--- src/rtl/rau_pkg.sv ---
package rau_pkg;

    localparam int MagBits = 64;

    typedef enum logic [2:0] {
        OP_REDUCE = 3'd0,
        OP_ADD    = 3'd1,
        OP_SUB    = 3'd2,
        OP_MUL    = 3'd3,
        OP_DIV    = 3'd4,
        OP_LESS   = 3'd5,
        OP_EQUAL  = 3'd6,
        OP_NONE   = 3'd7
    } rau_op_t;

    typedef enum logic [3:0] {
        ST_IDLE,
        ST_MUL,
        ST_SUM,
        ST_CHECK,
        ST_GCD_PAIR,
        ST_GCD_U,
        ST_GCD_V,
        ST_GCD_SUB,
        ST_DIV,
        ST_DONE
    } rau_state_t;

    // Signed-magnitude value
    typedef struct packed {
        logic               neg;
        logic [MagBits-1:0] mag;
    } rau_sm_t;

endpackage

--- src/rtl/rau_divider.sv ---
// Restoring divider, one quotient bit per cycle; exact division only is asked for
module rau_divider
    import rau_pkg::*;
(
    input  logic               clk,
    input  logic               rst_n,
    input  logic               start,
    input  logic [MagBits-1:0] dividend,
    input  logic [MagBits-1:0] divisor,
    output logic               busy,
    output logic [MagBits-1:0] quotient
);

    localparam int CntBits = $clog2(MagBits + 1);

    logic [MagBits-1:0] rem_reg;
    logic [MagBits-1:0] quo_reg;
    logic [MagBits-1:0] dsr_reg;
    logic [CntBits-1:0] cnt_reg;
    logic               busy_reg;
    logic [MagBits:0]   trial;

    assign trial = {rem_reg, quo_reg[MagBits-1]} - {1'b0, dsr_reg};

    // Control
    always_ff @(posedge clk or negedge rst_n)
    begin
        if (!rst_n)
        begin
            busy_reg <= 1'b0;
            cnt_reg  <= '0;
        end
        else if (start)
        begin
            busy_reg <= 1'b1;
            cnt_reg  <= CntBits'(MagBits);
        end
        else if (busy_reg)
        begin
            cnt_reg  <= cnt_reg - 1'b1;
            busy_reg <= (cnt_reg != CntBits'(1));
        end
    end

    // Shift and subtract
    always_ff @(posedge clk)
    begin
        if (start)
        begin
            rem_reg <= '0;
            quo_reg <= dividend;
            dsr_reg <= divisor;
        end
        else if (busy_reg)
        begin
            if (!trial[MagBits])
                rem_reg <= trial[MagBits-1:0];
            else
                rem_reg <= {rem_reg[MagBits-2:0], quo_reg[MagBits-1]};
            quo_reg <= {quo_reg[MagBits-2:0], ~trial[MagBits]};
        end
    end

    assign busy     = busy_reg;
    assign quotient = quo_reg;

endmodule

--- config.mk ---
export PLATFORM = sky130hd
export DESIGN_NAME = rau_divider
export DESIGN_NICKNAME = d
export VERILOG_FILES = /design/src/rtl/rau_pkg.sv /design/src/rtl/rau_divider.sv
export SDC_FILE = /design/constraint.sdc
export NUM_CORES = 1
export LEC_CHECK = 0
export ABC_AREA = 1
export BUFFER_PORTS_ARGS = -buffer_cell sky130_fd_sc_hd__buf_2
export CAP_MARGIN = 20
export CORE_AREA = 2 2 156 158
export CTS_BUF_LIST = sky130_fd_sc_hd__clkbuf_4 sky130_fd_sc_hd__clkbuf_8
export DETAILED_ROUTE_END_ITERATION = 16
export DIE_AREA = 0 0 158 160
export PLACE_DENSITY = 0.88
export SLEW_MARGIN = 15
export SYNTH_ARGS = -nofsm -noshare
export SYNTH_HDL_FRONTEND = slang
export SYNTH_SLANG_ARGS = --single-unit
export TNS_END_PERCENT = 5
--- constraint.sdc ---
create_clock -name clk -period 5.9 [get_ports clk]
set_clock_uncertainty 0.05 [all_clocks]
set_input_delay 0.885 -clock clk [delete_from_list [all_inputs] [get_ports clk]]
set_output_delay 0.885 -clock clk [all_outputs]
set_load 0.1 [all_outputs]
==> impl_metrics.tcl <==
set metrics [dict create \
    crit_fanout 39 \
    clock.fmax_ghz 0.264 \
    hold_violations 0 \
    dr.pass1.iters 6 \
    syn-cell-area_um2 14500 \
    route.detailed.drc 0 \
    synth_seq_cells 200 \
    antenna_found_initial 0 \
    start_util 0.607 \
    worstPathRequired_ns 6.10 \
    antenna_cells 0 \
    post_cts_buffers 0 \
    ctsResizeCount 0 \
    ctsHoldBuffers 0 \
    num_rows 57 \
    syn_nets 2483 \
    numCtsBuffers 17 \
    wl_per_cell_um 15.5 \
    period_minus_slack_ns 3.79 \
    root_buffer "clkbuf_8" \
    power-per-cell-area_nw_per_um2 214 \
    drv_cap 0 \
    syn_avg_cell_area_um2 6.33 \
    setup_viol 0 \
    yosysWarnings 0 \
    ant_nets 0 \
    grt_pass1_vias 13216 \
    grt_max_degree 71 \
    fillers 2134 \
    grt_usage 0.348 \
    status "complete, no violations" \
    synth_cell_types 39 \
    die_x_um 158 \
    cts.sinks 200 \
    die_h_um 160 \
    hold_class "primary input to async pin" \
    grt-ovfl-total 0 \
    nets 2664 \
    clkPwrFrac 0.294 \
    place_area_um2 15700 \
    end_kind "flop" \
    synth_edf_count 128 \
    p_seq_frac 0.475 \
    coreArea_um2 23800 \
    multiInputGateArea_um2 7050 \
    mostFrequentLayoutCells "nand2_1 (1064), inv_1 (490), buf_2 (194)" \
    drive_gt1_frac 0.114 \
    yosysTopAreaCell "nand2_1" \
    register_area_um2 5330 \
    clkTransAtPathRegs_ns 0.15 \
    rsz0062_at_grt "false" \
    gp_congestion 1.02 \
    dieArea_um2 25300 \
    cts_buffer_depth 2 \
    cts_tree "done" \
    routed_wl_um 43500 \
    fin_crit_sh 0.642 \
    synth_flop_cell "edfxtp_1" \
    arrival_ns 3.99 \
    combPwrFrac 0.232 \
    synthArstFlopShare 0.0400 \
    switchingPower_mw 1.35 \
    ys_seq_area_frac 0.368 \
    place.detailed.hpwl_um 34600 \
    final_common_cell "nand2_1" \
    postLayoutCellArea_um2 16200 \
    p_int_mw 2.12 \
    power_leakage_nw 9.50 \
    synth_cells 2285 \
    crit_type "flop to flop" \
    finalSetupTns_ns 0 \
    htreeDepth 4 \
    cp-start-kind "flop" \
    final_max_slew_viol_count 0 \
    synth_area_leaders "nand2_1 (28%), edfxtp_1 (27%), inv_1 (13%), dfxtp_1 (8.9%), ha_1 (5.7%)" \
    irDropWorstVdd_v 0.000231 \
    p_sw_frac 0.389 \
    vias_per_cell 5.01 \
    ios 196 \
    yosysTopAreaCellShare 0.276 \
    syn_to_final_growth_pct 11.7 \
    slew_headroom 0.310 \
    initialDrtViolationCount 1348 \
    grt_pass1_wl_um 68200 \
    io_buffers 195 \
    insertion_delay_ns 0.53 \
    worst_slew_pin_slew_ns 1.03 \
    via_count 14055 \
]
[synthesized netlist by cell type (5+ instances only)]
cell	n
a21oi_1	53
buf_2	7
buf_6	5
clkbuf_1	21
dfrtp_1	8
dfxtp_1	64
edfxtp_1	128
ha_1	66
inv_1	491
inv_2	6
nand2_1	1065
nand2_2	22
nand3_1	133
nand3b_1	6
nand4_1	8
nor2_1	105
nor2_2	7
nor3_1	13
o21ai_0	19
xnor2_1	25
xor2_1	6
[layout make-up]
| type | count | area share |
|---|---|---|
| clock buffer | 17 | 0.0145 |
| clock inverter | 15 | 0.0135 |
| inverter | 498 | 0.116 |
| multi-input combinational | 1546 | 0.436 |
| sequential | 200 | 0.329 |
| tap | 324 | 0.0251 |
| timing repair buffer | 203 | 0.0658 |
[power groups by stage]
stage	logic [mW]	clock network [mW]	registers, mW
3_3_place_gp	0.785	0	1.67
2_1_floorplan	0.263	0	2.02
4_1_cts	0.799	1.02	1.64
5_1_grt	0.858	1.07	1.65
3_5_place_dp	0.798	0	1.67
6_report	0.802	1.02	1.64
[path summary, 6_finish.rpt]
| path | from | endpoint | slack, ns | cells after the start |
|---|---|---|---|---|
| worst max-delay path | quotient[63] | quotient[0] | 2.11 | 18 |
| worst min-delay path | rst_n | cnt_reg[6] | 0.12 | 1 |
| worst max register to register | quotient[63] | quotient[0] | 2.11 | 18 |
| worst min register to register | rem_reg[42] | rem_reg[42] | 0.43 | 2 |
| max in group asynchronous | rst_n | cnt_reg[0] | 5.49 | 1 |
| min in group clk | rem_reg[42] | rem_reg[42] | 0.43 | 2 |
[metal layers]
layer,track usage,vias up,routed length (um)
met4,0.109,0,1270
met3,0.0513,66,2830
met5,0,-,0
li1,-,7186,-
met1,0.460,6312,18800
met2,0.587,491,20600
[critical path: stages (launching register included)]
cell,delay [ns]
edfxtp_1,0.41
inv_1,0.07
ha_1,0.23
fa_1,0.42
inv_1,0.11
nand2_1,0.05
nand2_1,0.07
nand3_1,0.07
nand2_2,0.12
nand2_2,0.06
nand2_2,0.10
nand2_1,0.07
nand2_2,0.11
nand2_4,0.08
nand2_4,0.08
nand2_1,0.06
nand2_2,0.75
buf_4,0.46
o21ai_0,0.15
[stage by stage]
step | hold slack [ns] | total power [mW] | setup WS, ns | utilization | std cells
global route | 0.118 | 3.58 | 1.80 | 0.679 | 2803
floorplan | 0.399 | 2.28 | 2.63 | - | 2285
CTS | 0.121 | 3.46 | 2.11 | 0.678 | 2802
detailed placement | 0.413 | 2.47 | 2.19 | 0.659 | 2770
finish | 0.121 | 3.46 | 2.11 | 0.679 | 2803
global placement | 0.409 | 2.46 | 2.41 | 0.658 | 2769
[cells by family after synthesis]
logic type | Yosys count | share of synthesized area
simple gates | 1372 | 0.382
buf+inv | 539 | 0.146
flops | 200 | 0.368
compound gates | 76 | 0.0271
fa+ha+maj | 67 | 0.0585
xor+xnor | 31 | 0.0188
(Power assumes the default switching activity.)
